**config.mk**
```make
export PLATFORM = sky130hd
export DESIGN_NAME = port_knock_gate
export DESIGN_NICKNAME = d
export VERILOG_FILES = /design/src/pkgate_pkg.sv /design/src/pkgate_csr.sv /design/src/pkgate_core.sv /design/src/port_knock_gate.sv
export SDC_FILE = /design/constraint.sdc
export NUM_CORES = 1
export LEC_CHECK = 0
export ABC_AREA = 1
export BUFFER_PORTS_ARGS = -buffer_cell sky130_fd_sc_hd__buf_2
export CORE_MARGIN = 2
export CORE_UTILIZATION = 55
export CTS_BUF_LIST = sky130_fd_sc_hd__clkbuf_4 sky130_fd_sc_hd__clkbuf_8 sky130_fd_sc_hd__clkbuf_16
export DETAILED_ROUTE_END_ITERATION = 8
export PLACE_DENSITY = 0.88
export SLEW_MARGIN = 20
export SYNTH_ARGS = -nofsm -noshare
export SYNTH_HDL_FRONTEND = slang
export SYNTH_SLANG_ARGS = --single-unit
```
**constraint.sdc**
```tcl
create_clock -name clock -period 15.15 [get_ports clock]
set_input_delay 1.515 -clock clock [delete_from_list [all_inputs] [get_ports clock]]
set_output_delay 1.515 -clock clock [all_outputs]
set_load 0.05 [all_outputs]
```
**src/pkgate_pkg.sv**
```systemverilog
// Shared types, constants and helper functions for the port knock gate.
// Used by pkgate_csr, pkgate_core and port_knock_gate; depends on nothing.
package pkgate_pkg;

   // Sequence limits.
   localparam int MaxKnocks  = 8;
   localparam int PortWidth  = 16;
   localparam int TickWidth  = 32;
   localparam int ProgWidth  = 4;
   localparam int KnockIdxW  = 3;

   // Register map: register index is paddr[5:3], byte address 8 * index.
   localparam int AddrWidth  = 6;
   localparam int DataWidth  = 64;
   localparam logic [2:0] RegProtectedPort  = 3'd0;
   localparam logic [2:0] RegTimeoutTicks   = 3'd1;
   localparam logic [2:0] RegSequenceLength = 3'd2;
   localparam logic [2:0] RegKnockPortsLow  = 3'd3;
   localparam logic [2:0] RegKnockPortsHigh = 3'd4;

   // Reset values of the registers.
   localparam logic [15:0] ProtectedPortReset  = 16'd9090;
   localparam logic [31:0] TimeoutTicksReset   = 32'd10000;
   localparam logic [3:0]  SequenceLengthReset = 4'd3;
   localparam logic [63:0] KnockPortsLowReset  = 64'd19087117845714;
   localparam logic [63:0] KnockPortsHighReset = 64'd0;

   // Configuration as seen by the filter core.
   typedef struct packed {
      logic [15:0] protected_port;
      logic [31:0] timeout_ticks;
      logic [3:0]  sequence_length;
      logic [63:0] knock_ports_low;
      logic [63:0] knock_ports_high;
   } cfg_type;

   // Filter state carried from one item to the next.
   typedef struct packed {
      logic        open_flag;
      logic [3:0]  progress;
      logic [31:0] last_time;
   } knock_state_type;

   // Length register clamped to 1..MaxKnocks.
   function automatic logic [3:0] effective_length(input logic [3:0] len);
      logic [3:0] n;
      n = len;
      if (n == 4'd0) begin
         n = 4'd1;
      end else if (n > 4'(MaxKnocks)) begin
         n = 4'(MaxKnocks);
      end
      return n;
   endfunction

   // Selects the 16-bit knock port at a given position of the sequence.
   function automatic logic [15:0] knock_port_at(input logic [63:0] low,
                                                 input logic [63:0] high,
                                                 input logic [2:0]  idx);
      logic [63:0] word;
      word = idx[2] ? high : low;
      return word[{idx[1:0], 4'd0} +: 16];
   endfunction

endpackage

```
**src/pkgate_csr.sv**
```systemverilog
// Configuration register file of the port knock gate, APB-style access.
// Depends on pkgate_pkg for the register map, reset values and cfg_type.
module pkgate_csr (
   input  logic                                clock,
   input  logic                                reset,
   input  logic                                psel,
   input  logic                                penable,
   input  logic                                pwrite,
   input  logic [pkgate_pkg::AddrWidth-1:0]    paddr,
   input  logic [pkgate_pkg::DataWidth-1:0]    pwdata,
   output logic [pkgate_pkg::DataWidth-1:0]    prdata,
   output logic                                pready,
   output pkgate_pkg::cfg_type                 cfg
);

   pkgate_pkg::cfg_type cfg_ff;
   logic [2:0]          reg_idx;
   logic                wr_en;

   assign reg_idx = paddr[5:3];
   assign wr_en   = psel && penable && pwrite;
   assign pready  = 1'b1;
   assign cfg     = cfg_ff;

   // Register writes; unknown indexes are ignored.
   always_ff @(posedge clock) begin
      if (reset) begin
         cfg_ff.protected_port   <= pkgate_pkg::ProtectedPortReset;
         cfg_ff.timeout_ticks    <= pkgate_pkg::TimeoutTicksReset;
         cfg_ff.sequence_length  <= pkgate_pkg::SequenceLengthReset;
         cfg_ff.knock_ports_low  <= pkgate_pkg::KnockPortsLowReset;
         cfg_ff.knock_ports_high <= pkgate_pkg::KnockPortsHighReset;
      end else if (wr_en) begin
         unique case (reg_idx)
            pkgate_pkg::RegProtectedPort:  cfg_ff.protected_port   <= pwdata[15:0];
            pkgate_pkg::RegTimeoutTicks:   cfg_ff.timeout_ticks    <= pwdata[31:0];
            pkgate_pkg::RegSequenceLength: cfg_ff.sequence_length  <= pwdata[3:0];
            pkgate_pkg::RegKnockPortsLow:  cfg_ff.knock_ports_low  <= pwdata;
            pkgate_pkg::RegKnockPortsHigh: cfg_ff.knock_ports_high <= pwdata;
            default: begin
            end
         endcase
      end
   end

   // Read-back multiplexer.
   always_comb begin
      unique case (reg_idx)
         pkgate_pkg::RegProtectedPort:  prdata = {48'd0, cfg_ff.protected_port};
         pkgate_pkg::RegTimeoutTicks:   prdata = {32'd0, cfg_ff.timeout_ticks};
         pkgate_pkg::RegSequenceLength: prdata = {60'd0, cfg_ff.sequence_length};
         pkgate_pkg::RegKnockPortsLow:  prdata = cfg_ff.knock_ports_low;
         pkgate_pkg::RegKnockPortsHigh: prdata = cfg_ff.knock_ports_high;
         default:                       prdata = '0;
      endcase
   end

endmodule

```
**src/pkgate_core.sv**
```systemverilog
// Knock filter datapath: input register, state update and result register.
// Depends on pkgate_pkg for cfg_type, knock_state_type and helper functions.
module pkgate_core (
   input  logic                  clock,
   input  logic                  reset,
   input  pkgate_pkg::cfg_type   cfg,
   input  logic                  req_valid,
   output logic                  req_stall,
   input  logic [15:0]           req_dest_port,
   input  logic [31:0]           req_now_ticks,
   output logic                  rsp_valid,
   input  logic                  rsp_stall,
   output logic                  rsp_accept,
   output logic                  rsp_gate_open,
   output logic [3:0]            rsp_knock_progress
);

   // Input register.
   logic        in_valid_ff;
   logic [15:0] in_port_ff;
   logic [31:0] in_now_ff;

   // Filter state and result register.
   pkgate_pkg::knock_state_type state_ff, state_in;
   logic        out_valid_ff;
   logic        out_accept_ff, out_accept_in;

   logic        advance;
   logic        load;
   logic [3:0]  eff_len;
   logic [31:0] elapsed;
   logic        timed_out;
   pkgate_pkg::knock_state_type cleared;
   logic        match;

   // The result register frees up when empty or when its item is taken.
   assign advance   = !out_valid_ff || !rsp_stall;
   assign req_stall = in_valid_ff && !advance;
   assign load      = req_valid && !req_stall;

   // Timeout check, then match against the next expected knock port.
   always_comb begin
      eff_len   = pkgate_pkg::effective_length(cfg.sequence_length);
      elapsed   = in_now_ff - state_ff.last_time;
      timed_out = elapsed > cfg.timeout_ticks;
      cleared   = state_ff;
      if (timed_out) begin
         cleared.open_flag = 1'b0;
         cleared.progress  = 4'd0;
         cleared.last_time = 32'd0;
      end
      match = (cleared.progress < eff_len) &&
              (in_port_ff == pkgate_pkg::knock_port_at(cfg.knock_ports_low,
                                                      cfg.knock_ports_high,
                                                      cleared.progress[2:0]));
      state_in = cleared;
      if (match) begin
         state_in.last_time = in_now_ff;
         state_in.progress  = cleared.progress + 4'd1;
         if (cleared.progress + 4'd1 == eff_len) begin
            state_in.open_flag = 1'b1;
         end
      end
      out_accept_in = 1'b1;
      // The protected port leaves the state untouched.
      if (in_port_ff == cfg.protected_port) begin
         state_in      = state_ff;
         out_accept_in = state_ff.open_flag;
      end
   end

   // Control registers.
   always_ff @(posedge clock) begin
      if (reset) begin
         in_valid_ff        <= 1'b0;
         out_valid_ff       <= 1'b0;
         state_ff.open_flag <= 1'b0;
         state_ff.progress  <= 4'd0;
         state_ff.last_time <= 32'd0;
      end else begin
         if (advance) begin
            out_valid_ff <= in_valid_ff;
            in_valid_ff  <= load;
            if (in_valid_ff) begin
               state_ff <= state_in;
            end
         end else if (load) begin
            in_valid_ff <= 1'b1;
         end
      end
   end

   // Payload registers.
   always_ff @(posedge clock) begin
      if (load) begin
         in_port_ff <= req_dest_port;
         in_now_ff  <= req_now_ticks;
      end
      if (advance && in_valid_ff) begin
         out_accept_ff <= out_accept_in;
      end
   end

   assign rsp_valid          = out_valid_ff;
   assign rsp_accept         = out_accept_ff;
   assign rsp_gate_open      = state_ff.open_flag;
   assign rsp_knock_progress = state_ff.progress;

endmodule

```
**src/port_knock_gate.sv**
```systemverilog
// Top level of the port knock gate: register file plus knock filter core.
// Depends on pkgate_pkg, pkgate_csr and pkgate_core.
//
// Usage: each item on the req_ channel carries a packet's destination port
// and the current tick count. Every item yields exactly one rsp_ item with
// the pass/drop decision, the open flag and the knock progress after it.
// Packets to the protected port pass only while the gate is open; other
// packets always pass and are checked as knocks after a timeout test.
// An item accepted into the input register moves on to the result register,
// which drives rsp_valid, as soon as that register is empty or its item is
// taken. Throughput is one item per cycle while the receiver does not hold
// rsp_stall, set by the single state update between the two registers.
// When the receiver holds rsp_stall, the result register keeps its item and
// one more item waits in the input register; after that req_stall rises.
// Reset clears both pipeline stages, closes the gate, zeroes progress and
// the knock timestamp, and loads the register reset values.
// Registers sit at byte address 8 * index on the APB-style port; write them
// only while no item is in flight.
module port_knock_gate (
   input  logic                                clock,
   input  logic                                reset,
   input  logic                                req_valid,
   output logic                                req_stall,
   input  logic [15:0]                         req_dest_port,
   input  logic [31:0]                         req_now_ticks,
   output logic                                rsp_valid,
   input  logic                                rsp_stall,
   output logic                                rsp_accept,
   output logic                                rsp_gate_open,
   output logic [3:0]                          rsp_knock_progress,
   input  logic                                psel,
   input  logic                                penable,
   input  logic                                pwrite,
   input  logic [pkgate_pkg::AddrWidth-1:0]    paddr,
   input  logic [pkgate_pkg::DataWidth-1:0]    pwdata,
   output logic [pkgate_pkg::DataWidth-1:0]    prdata,
   output logic                                pready
);

   pkgate_pkg::cfg_type cfg;

   // Configuration registers.
   pkgate_csr u_csr (
      .clock   (clock),
      .reset   (reset),
      .psel    (psel),
      .penable (penable),
      .pwrite  (pwrite),
      .paddr   (paddr),
      .pwdata  (pwdata),
      .prdata  (prdata),
      .pready  (pready),
      .cfg     (cfg)
   );

   // Knock filter.
   pkgate_core u_core (
      .clock              (clock),
      .reset              (reset),
      .cfg                (cfg),
      .req_valid          (req_valid),
      .req_stall          (req_stall),
      .req_dest_port      (req_dest_port),
      .req_now_ticks      (req_now_ticks),
      .rsp_valid          (rsp_valid),
      .rsp_stall          (rsp_stall),
      .rsp_accept         (rsp_accept),
      .rsp_gate_open      (rsp_gate_open),
      .rsp_knock_progress (rsp_knock_progress)
   );

endmodule

```
# == After elaboration in Yosys (flattened, before gate mapping) ==
# Index checks and enable logic that the tools add are counted.
# word_totals
ff_bits,268
input_bits,125
word_cells,58
# classes
add_sub_neg,2
n_lt_le_gt_ge,3
n_eq_ne,7
shifts,1
n_mux,9
bitwise_logic,1
reduce_logical,22
# ops
operator,n
one-hot mux 64 bit (5 select lines),1
2-to-1 mux 37 bit,2
2-to-1 mux 64 bit,1
variable part select 64 x 7 -> 16 bit,1
equality test 16 bit,2
> comparator 32 bit,1
subtractor 32 bit,1
AND reduction 2 bit,5
2-to-1 mux 4 bit,2
"equality test 3 x 2 -> 1 bit, second input constant",2
logical AND 1 bit,6
"adder 4 x 1 -> 4 bit, second input constant",1
equality test 4 bit,1
"> comparator 4 bit, second input constant",1
logical NOT 1 bit,4
logical NOT 4 bit,1
less-than comparator 4 bit,1
AND reduction 4 bit,1
nonzero test 2 bit,2
"equality test 3 x 1 -> 1 bit, second input constant",1
"equality test 3 bit, second input constant",1
logical NOT 3 bit,1
2-to-1 mux 1 bit,3
AND reduction 3 bit,1
other kinds (2),2

# == Logic depth before layout (Yosys ltp) ==
# Gate-level depths: netlist of the first run.
# logic_depth
ltp_word,9
mapped_depth,44
ltp_nobuf,42

# == Cells and area by module ==
# Synthesis of the first run repeated with hierarchy kept, for this count alone.
# hier_totals
cells_unflattened,2433
hier_area_um2,15872.7
# by_module_without_submodules
mod,instances,cells_per_inst,area_each_um2,seq_area_each_um2
pkgate_csr,1,1360,8406.8,3603.5
pkgate_core,1,1073,7465.9,2252.2

# == Worst setup path after synthesis of the first run ==
# OpenSTA, ideal clock, no wires.
# synth_timing
path_kind,reg-to-reg
from,register u_core.in_now_ff[0]
to,register u_core.state_ff[0] in the netlist's numbering
arrival_ns,5.443
path_slack_ns,9.575
path_stages_with_launch,42
path_buffers,2
synth_period_minus_slack_ns,5.575
path_cell_list,edfxtp_1 > inv_1 > ha_1 > inv_1 > fa_1 > nand3_1 > nand2_1 > a21oi_1 > o21ai_0 > nand3_1 > nand2_1 > nand3_1 > nand2_1 > nand3_1 > nand2_1 > nand2_1 > o31ai_1 > a21boi_0 > [... 6 more ...] > nand2_1 > nand2_1 > nand2_2 > nand2_2 > inv_2 > buf_2 > ha_1 > inv_1 > nor2_1 > o21a_1 > o21a_1 > nor2_1 > nand2_1 > nor2_4 > nand4_4 > clkbuf_1 > nand3_1 > a21oi_1
# synth_between
elab_chain_cells,9
elab_cells_between_ends,11
# synth_lines
item,line,rtl
start: declaration,pkgate_core.sv:21,logic [31:0] in_now_ff;
start signal: assignment,pkgate_core.sv:97,in_now_ff <= req_now_ticks;
subtractor 32 bit,pkgate_core.sv:44,elapsed = in_now_ff - state_ff.last_time;
> comparator 32 bit,pkgate_core.sv:45,timed_out = elapsed > cfg.timeout_ticks;
2-to-1 mux 37 bit,pkgate_core.sv:47,if (timed_out) begin
2-to-1 mux 64 bit,pkgate_pkg.sv:61,word = idx[2] ? high : low;
variable part select 64 x 7 -> 16 bit,pkgate_pkg.sv:62,"return word[{idx[1:0], 4'd0} +: 16];"
equality test 16 bit,pkgate_core.sv:53,"(in_port_ff == pkgate_pkg::knock_port_at(cfg.knock_ports_low,"
logical AND 1 bit,pkgate_core.sv:52,match = (cleared.progress < eff_len) &&
nonzero test 2 bit (no line),n/a,
AND reduction 4 bit (no line),n/a,
end signal: assignment,pkgate_core.sv:85,state_ff <= state_in;
end: declaration,pkgate_core.sv:24,"pkgate_pkg::knock_state_type state_ff, state_in;"
# Parallel ways exist; a longest one is shown, timed or not. The select of a mux whose other input is x is not followed.
# A chain may end at the register's enable or synchronous reset.

# == Worst setup path in the final report of the first run ==
# layout_timing
from,register u_core.in_now_ff[2]
to,register u_core.state_ff[9] in the netlist's numbering
# layout_between
elab_chain_cells,9
elab_cells_between_ends,11
# layout_lines
item,line
subtractor 32 bit *,pkgate_core.sv:44
> comparator 32 bit *,pkgate_core.sv:45
2-to-1 mux 37 bit,pkgate_core.sv:47
2-to-1 mux 64 bit,pkgate_pkg.sv:61
variable part select 64 x 7 -> 16 bit,pkgate_pkg.sv:62
equality test 16 bit,pkgate_core.sv:53
logical AND 1 bit,pkgate_core.sv:52
nonzero test 2 bit (no line),n/a
AND reduction 4 bit (no line),n/a
# Mark *: on every way between the ends. The rest lies on a longest branch, timed or not. The select of a mux whose other input is x is not followed.

==> out/metrics.cfg, run 1 <==
[logic_synthesis]
synthMuxAreaShare=0
synth_top_family_by_area=simple AND/OR/NAND/NOR gates
syn_inst=2036
yosys.area_share.simple=0.275
synthArstFlopShare=0
syn_area_sq_um=14700
synth_edf_count=49
dominantRegCellSynth=dfxtp_1
syn_nets=2230
synth_compound_area_frac=0.158
syn-mean-instance-area_sq_um=7.23
ys_warn_count=0
seq_area_frac_synth=0.398
ys_seq_elements=268
synthAdderAreaFrac=0.0592
synth_cell_type_count=45
synth_xor_area_frac=0.0274

[finish]
seq_area_sq_um=5860
fill_cells=2285
fin_cells=2507
drive_above_1_share=0.131
multi_input_area_sq_um=7680
layout.nets=2342
fin_util=0.638
area_delta_synth_final_pct=13.2

[global_routing]
antenna_found_initial=2
grt-ovfl-total=0
grtUsageTotal=0.316
grt_pass1_wl_mm=71.6
grt_pass1_vias=13600
grt_max_degree=121

[drt]
drt_wl_total_mm=45.6
detail_route.vias_per_cell=5.96
num_vias=14900
routedWlPerCell_um=18.2
drtIter0Drc=2037
drtPass1Iterations=6
drc=0
ant_nets=0

[sta]
finClkSkew_ps=14.9
min_period_ps=8980
post-route-period-util=0.593
fmax_ghz=0.111
timing.final.hold_violations=0
setup_viol=0
rsz0062_at_grt=no
max_slew_margin=0.260
fin_hold_ws_ps=481
tightest_slew_ps=1110
maxSlewViolCount=0
fin_tns_setup_ps=0

[critical_path]
critPathKind=register to register
slowest_delay_ps=730
cp-end-kind=register
crit_arrival_ps=9410
cp-start-kind=register
cp_max_fo=44
path_common_cell=nand2_1
cp_slowest_cell=inv_2
required_ps=15580

[pwr]
power.total_mw=1.71
ir_drop_uv=90.5
leakage_nw=7.34
power.density_nw_per_um2=103

[cts]
cts_tree=yes
postCtsHoldBufs=0
cts_root_buffer=clkbuf_16
cts_resized=0
cts_buffers=29
h-tree-depth=1
cts_setup_buffers=0
insertion_delay_ps=550
clkTransAtPathRegs_ps=60
cts.sinks=268
clockBufferDepth=3

[die]
dieArea_sq_um=28100
core_sq_um=26100
die_w_um=168
start_util=0.563
pin_count=198
rows=59
die_y_um=168

[placement]
dpl.hpwl_mm=31.1
globalplace.congestion=0.971
dpl.cell_count=2452
io_buffers=193

[status]
status=complete, no violations

[min_path]
hold_path_class=register to register

[job]
drv_cap=0

## final timing paths
| kind | start | endpoint | slack (ps) | cells after the start |
|---|---|---|---|---|
| worst max-delay path | u_core.in_now_ff[2]$_DFFE_PP_ | u_core.state_ff[9]$_SDFFE_PP0P_ | 6170 | 35 |
| worst min-delay path | u_csr.cfg[52]$_SDFFE_PP0P_ | u_csr.cfg[52]$_SDFFE_PP0P_ | 480 | 2 |
| worst max register to register | u_core.in_now_ff[2]$_DFFE_PP_ | u_core.state_ff[9]$_SDFFE_PP0P_ | 6170 | 35 |
| worst min register to register | u_csr.cfg[52]$_SDFFE_PP0P_ | u_csr.cfg[52]$_SDFFE_PP0P_ | 480 | 2 |
## power breakdown
group	leakage, nW	internal (mW)	switching (mW)	total, mW
sequential	2.25	0.744	0.0126	0.757
combinational	4.58	0.0766	0.146	0.223
clock	0.513	0.434	0.296	0.730
## final cells by class
class	count	share of cell area
Clock inverter	9	0.00330
Inverter	165	0.0373
Tap cell	335	0.0252
Clock buffer	44	0.0572
Sequential cell	268	0.351
Multi-Input combinational cell	1477	0.461
Timing Repair Buffer	207	0.0643
Antenna cell	2	0.000300
## through the flow
stage               setup slack [ps]  cell area (sq um)
floorplan                       9570              14700
global placement                6730              15700
detailed placement              6510              15700
CTS                             6470              16700
global route                    5430              16700
finish                          6170              16700
## worst max-delay path: cells and delay by family (launching register included)
kind                     cells  cell delay [ps]
AO/OA/AOI/OAI               12             2790
buffers and inverters        2             1160
AND/OR/NAND/NOR             18             3610
adder cells (fa/ha/maj)      2              630
flip-flops                   1              390
XOR/XNOR                     1              200
## synth_stat cells, types with 6 or more instances
library cell	number	area, sq um
a21oi_1	125	626
a22o_1	29	254
buf_2	18	90.1
buf_4	10	75.1
buf_6	7	78.8
clkbuf_1	89	334
dfxtp_1	219	4380
edfxtp_1	49	1470
ha_1	68	851
inv_1	157	589
nand2_1	384	1440
nand3_1	216	1080
nand4_1	32	200
nor2_1	302	1130
nor3_1	7	35.0
o2111ai_1	14	123
o211ai_1	28	210
o21a_1	6	45.0
o21ai_0	174	871
xnor2_1	9	78.8
xor2_1	37	324
## layer usage
metal | global-route usage | part of all wire | wire length (um) | up-vias
met5 | 0 | 0 | 0 | -
met4 | 0.136 | 0.045 | 2040 | 0
met3 | 0.0586 | 0.11 | 4920 | 111
met2 | 0.500 | 0.45 | 20400 | 904
met1 | 0.424 | 0.40 | 18300 | 6864
li1 | - | - | - | 7051
## state kept, by name (all words and copies together), names as in the netlist
name and cells:
u_core.in_valid_ff 1, u_core.rsp_knock_progress 4, u_csr.cfg 180, u_core.state_ff 32, u_core.rsp_accept 1, u_core.rsp_gate_open 1, u_core.in_now_ff 32, u_core.rsp_valid 1
u_core.in_port_ff 16
## cell usage in the layout (no fill, tap or decap), drive strengths merged
master   count
xnor2        9
xor2        37
a211oi       5
o31ai        2
nor2       306
buf        207
a31oi        5
dfxtp      219
nand2      387
fa           1
nand4       33
a21boi       1
o211ai      28
diode        2
or2          1
ha          68
o21a         6
and3         1
clkbuf      44
edfxtp      49
a22o        29
clkinv      11
inv        163
nand3b       3
o221ai       3
a21o         3
nand3      217
nor3         8
o2111ai     14
o21ai      175
a221oi       5
a21oi      125
nor4         2
o22ai        2
conb         1
## cell families after synthesis
kind of cell / count (synthesis)
flops: 268
compound gates: 403
buf+inv: 291
simple gates: 958
xor+xnor: 46
fa+ha+maj: 69
other cells: 1
(Power assumes the default switching activity.)
==> run 2, diff against run 1 <==
==> constraint.sdc (replaced) <==
create_clock -name clock -period 8.8 [get_ports clock]
set_input_delay 0.88 -clock clock [delete_from_list [all_inputs] [get_ports clock]]
set_output_delay 0.88 -clock clock [all_outputs]
set_load 0.05 [all_outputs]
==> out/metrics.cfg, run 2 (same netlist as run 1, synthesis figures left out) <==
[finish]
layout.nets=2344  ; was 2,342
drive_above_1_share=0.132  ; was 0.131
final_common_cell=nand2_1  ; unchanged
fill_cells=2245  ; was 2,285
final_cell_mix=nand2_1, nor2_1, dfxtp_1, nand3_1, buf_2  ; unchanged
multi_input_area_sq_um=7680  ; unchanged
fin_util=0.638  ; about the same
area_delta_synth_final_pct=13.3  ; was 13.2%
seq_area_sq_um=5860  ; unchanged
largest_register_ffs=180  ; unchanged

[sta]
rsz0062_at_grt=no  ; unchanged
fmax_ghz=0.131  ; was 0.111 GHz
fin_tns_setup_ps=0  ; unchanged
tightest_slew_ps=1100  ; was 1110 ps
finClkSkew_ps=10.2  ; was 14.9 ps
timing.final.ws_setup_ps=1190  ; was 6170 ps
maxSlewViolCount=0  ; unchanged
post-route-period-util=0.865  ; was 0.593
setup_viol=0  ; unchanged
max_slew_margin=0.262  ; was 0.260
timing.final.hold_violations=0  ; unchanged
min_period_ps=7610  ; was 8980 ps

[critical_path]
cp_top_family=simple AND/OR/NAND/NOR gates  ; unchanged
cp-end-kind=register  ; unchanged
cp_slowest_cell=nand4_4  ; was inv_2
required_ps=9250  ; was 15,580 ps
path_common_cell=nand2_1  ; unchanged
critPathKind=register to register  ; unchanged
reg2regPathDepth=37  ; was 35
cp-start-kind=register  ; unchanged
slowest_delay_ps=520  ; was 730 ps
crit_buf_inv=3  ; was 2
r2r_start=u_core.in_now_ff[0]$_DFFE_PP_  ; was u_core.in_now_ff[2]$_DFFE_PP_
rrSetupSlack_ps=1190  ; was 6170 ps
crit_arrival_ps=8060  ; was 9410 ps
cp_max_fo=44  ; unchanged
r2r-end=u_core.state_ff[12]$_SDFFE_PP0P_  ; was u_core.state_ff[9]$_SDFFE_PP0P_

[pwr]
sequentialPowerShare=0.441  ; was 0.443
internal_power_mw=2.16  ; was 1.25 mW
power.total_mw=2.95  ; was 1.71 mW
power.switching_mw=0.797  ; was 0.455 mW
sw_frac_of_total=0.270  ; was 0.266
clkPwrFrac=0.430  ; was 0.427
power.density_nw_per_um2=177  ; was 103 nW/um^2
ir_drop_uv=159  ; was 90.5 uV
p_comb_frac=0.129  ; was 0.130
leakage_nw=7.33  ; was 7.34 nW

[global_routing]
grt-ovfl-total=0  ; unchanged
grtUsageTotal=0.316  ; about the same
grt_pass1_vias=13600  ; about the same
grt_pass1_wl_mm=71.4  ; was 71.6 mm
grt_max_degree=102  ; was 121
antenna_found_initial=3  ; was 2

[die]
die_y_um=168  ; unchanged
start_util=0.563  ; unchanged
rows=59  ; unchanged
dieArea_sq_um=28100  ; unchanged
pin_count=198  ; unchanged
die_w_um=168  ; unchanged
core_sq_um=26100  ; unchanged

[job]
drv_cap=0  ; unchanged

[drt]
drt_wl_total_mm=46.1  ; was 45.6 mm
drtIter0Drc=1950  ; was 2,037
ant_nets=0  ; unchanged
drc=0  ; unchanged
num_vias=14900  ; about the same
drtPass1Iterations=6  ; unchanged
detail_route.vias_per_cell=5.95  ; was 5.96
routedWlPerCell_um=18.4  ; was 18.2 um

[cts]
clkTransAtPathRegs_ps=60  ; about the same
cts_root_buffer=clkbuf_16  ; unchanged
postCtsHoldBufs=0  ; unchanged
cts_tree=yes  ; unchanged
insertion_delay_ps=560  ; was 550 ps
cts_buffers=29  ; unchanged
cts_resized=0  ; unchanged
cts_setup_buffers=0  ; unchanged
cts.sinks=268  ; unchanged
h-tree-depth=1  ; unchanged
clockBufferDepth=3  ; unchanged

[min_path]
hold_end=u_csr.cfg[117]$_SDFFE_PP0P_  ; was u_csr.cfg[52]$_SDFFE_PP0P_
whs_path_depth=2  ; unchanged
hold_path_class=register to register  ; unchanged
min-delay-start=u_csr.cfg[117]$_SDFFE_PP0P_  ; was u_csr.cfg[52]$_SDFFE_PP0P_

[placement]
globalplace.congestion=0.983  ; was 0.971
dpl.hpwl_mm=31.4  ; was 31.1 mm
pre_cts_ws_ps=1380  ; was 6510 ps
io_buffers=193  ; unchanged

[status]
status=complete, no violations  ; unchanged

run 2: cell type report:
type / instances / share of cell area
clock inverters: 12 / 0.00758
multi-input cells: 1477 / 0.461
diodes: 3 / 0.000450
clock buffers: 41 / 0.0518
inverters: 165 / 0.0373
well taps: 335 / 0.0251
repair buffers: 209 / 0.0659
flip-flops and latches: 268 / 0.351
run 2: metal layers:
layer,vias up,wire length (um),track usage
met4,0,2330,0.159
met3,144,5040,0.0579
met5,-,0,0
met1,6830,18400,0.426
met2,900,20300,0.489
li1,7055,-,-
run 2: worst max-delay path by stage:
| stage | endpoint | depth (start not counted) | from |
|---|---|---|---|
| 2_1_floorplan | u_core.state_ff[0]$_SDFFE_PP0P_ | 41 | u_core.in_now_ff[0]$_DFFE_PP_ |
| 3_3_place_gp | u_core.state_ff[2]$_SDFFE_PP0P_ | 36 | u_core.in_now_ff[0]$_DFFE_PP_ |
| 3_5_place_dp | u_core.state_ff[12]$_SDFFE_PP0P_ | 36 | u_core.in_now_ff[0]$_DFFE_PP_ |
| 4_1_cts | u_core.state_ff[12]$_SDFFE_PP0P_ | 36 | u_core.in_now_ff[0]$_DFFE_PP_ |
| 5_1_grt | u_core.state_ff[2]$_SDFFE_PP0P_ | 37 | u_core.in_now_ff[0]$_DFFE_PP_ |
| 6_report | u_core.state_ff[12]$_SDFFE_PP0P_ | 37 | u_core.in_now_ff[0]$_DFFE_PP_ |
run 2: power by group through the flow:
stage          registers, mW  logic [mW]  clock network [mW]
2_1_floorplan           1.32       0.265                   0
3_3_place_gp            1.33       0.359                   0
3_5_place_dp            1.33       0.372                   0
4_1_cts                 1.30       0.375                1.26
5_1_grt                 1.30       0.423                1.32
6_report                1.30       0.381                1.27
run 2: through the flow:
step / cells / hold slack (ps) / instance area [sq um]
after floorplan: 2036 / 444 / 14700
after global placement: 2454 / 461 / 15700
after detailed placement: 2454 / 469 / 15700
after CTS: 2507 / 479 / 16700
after global routing: 2510 / 485 / 16700
final: 2510 / 482 / 16700
run 2: worst reg2reg max path: cells and delay by family, from the launching register on:
family / cells / cell delay [ps]
AO/OA/AOI/OAI: 10 / 2360
XOR/XNOR: 1 / 190
adder cells (fa/ha/maj): 4 / 960
buffers and inverters: 3 / 640
flip-flops: 1 / 360
AND/OR/NAND/NOR: 19 / 3020
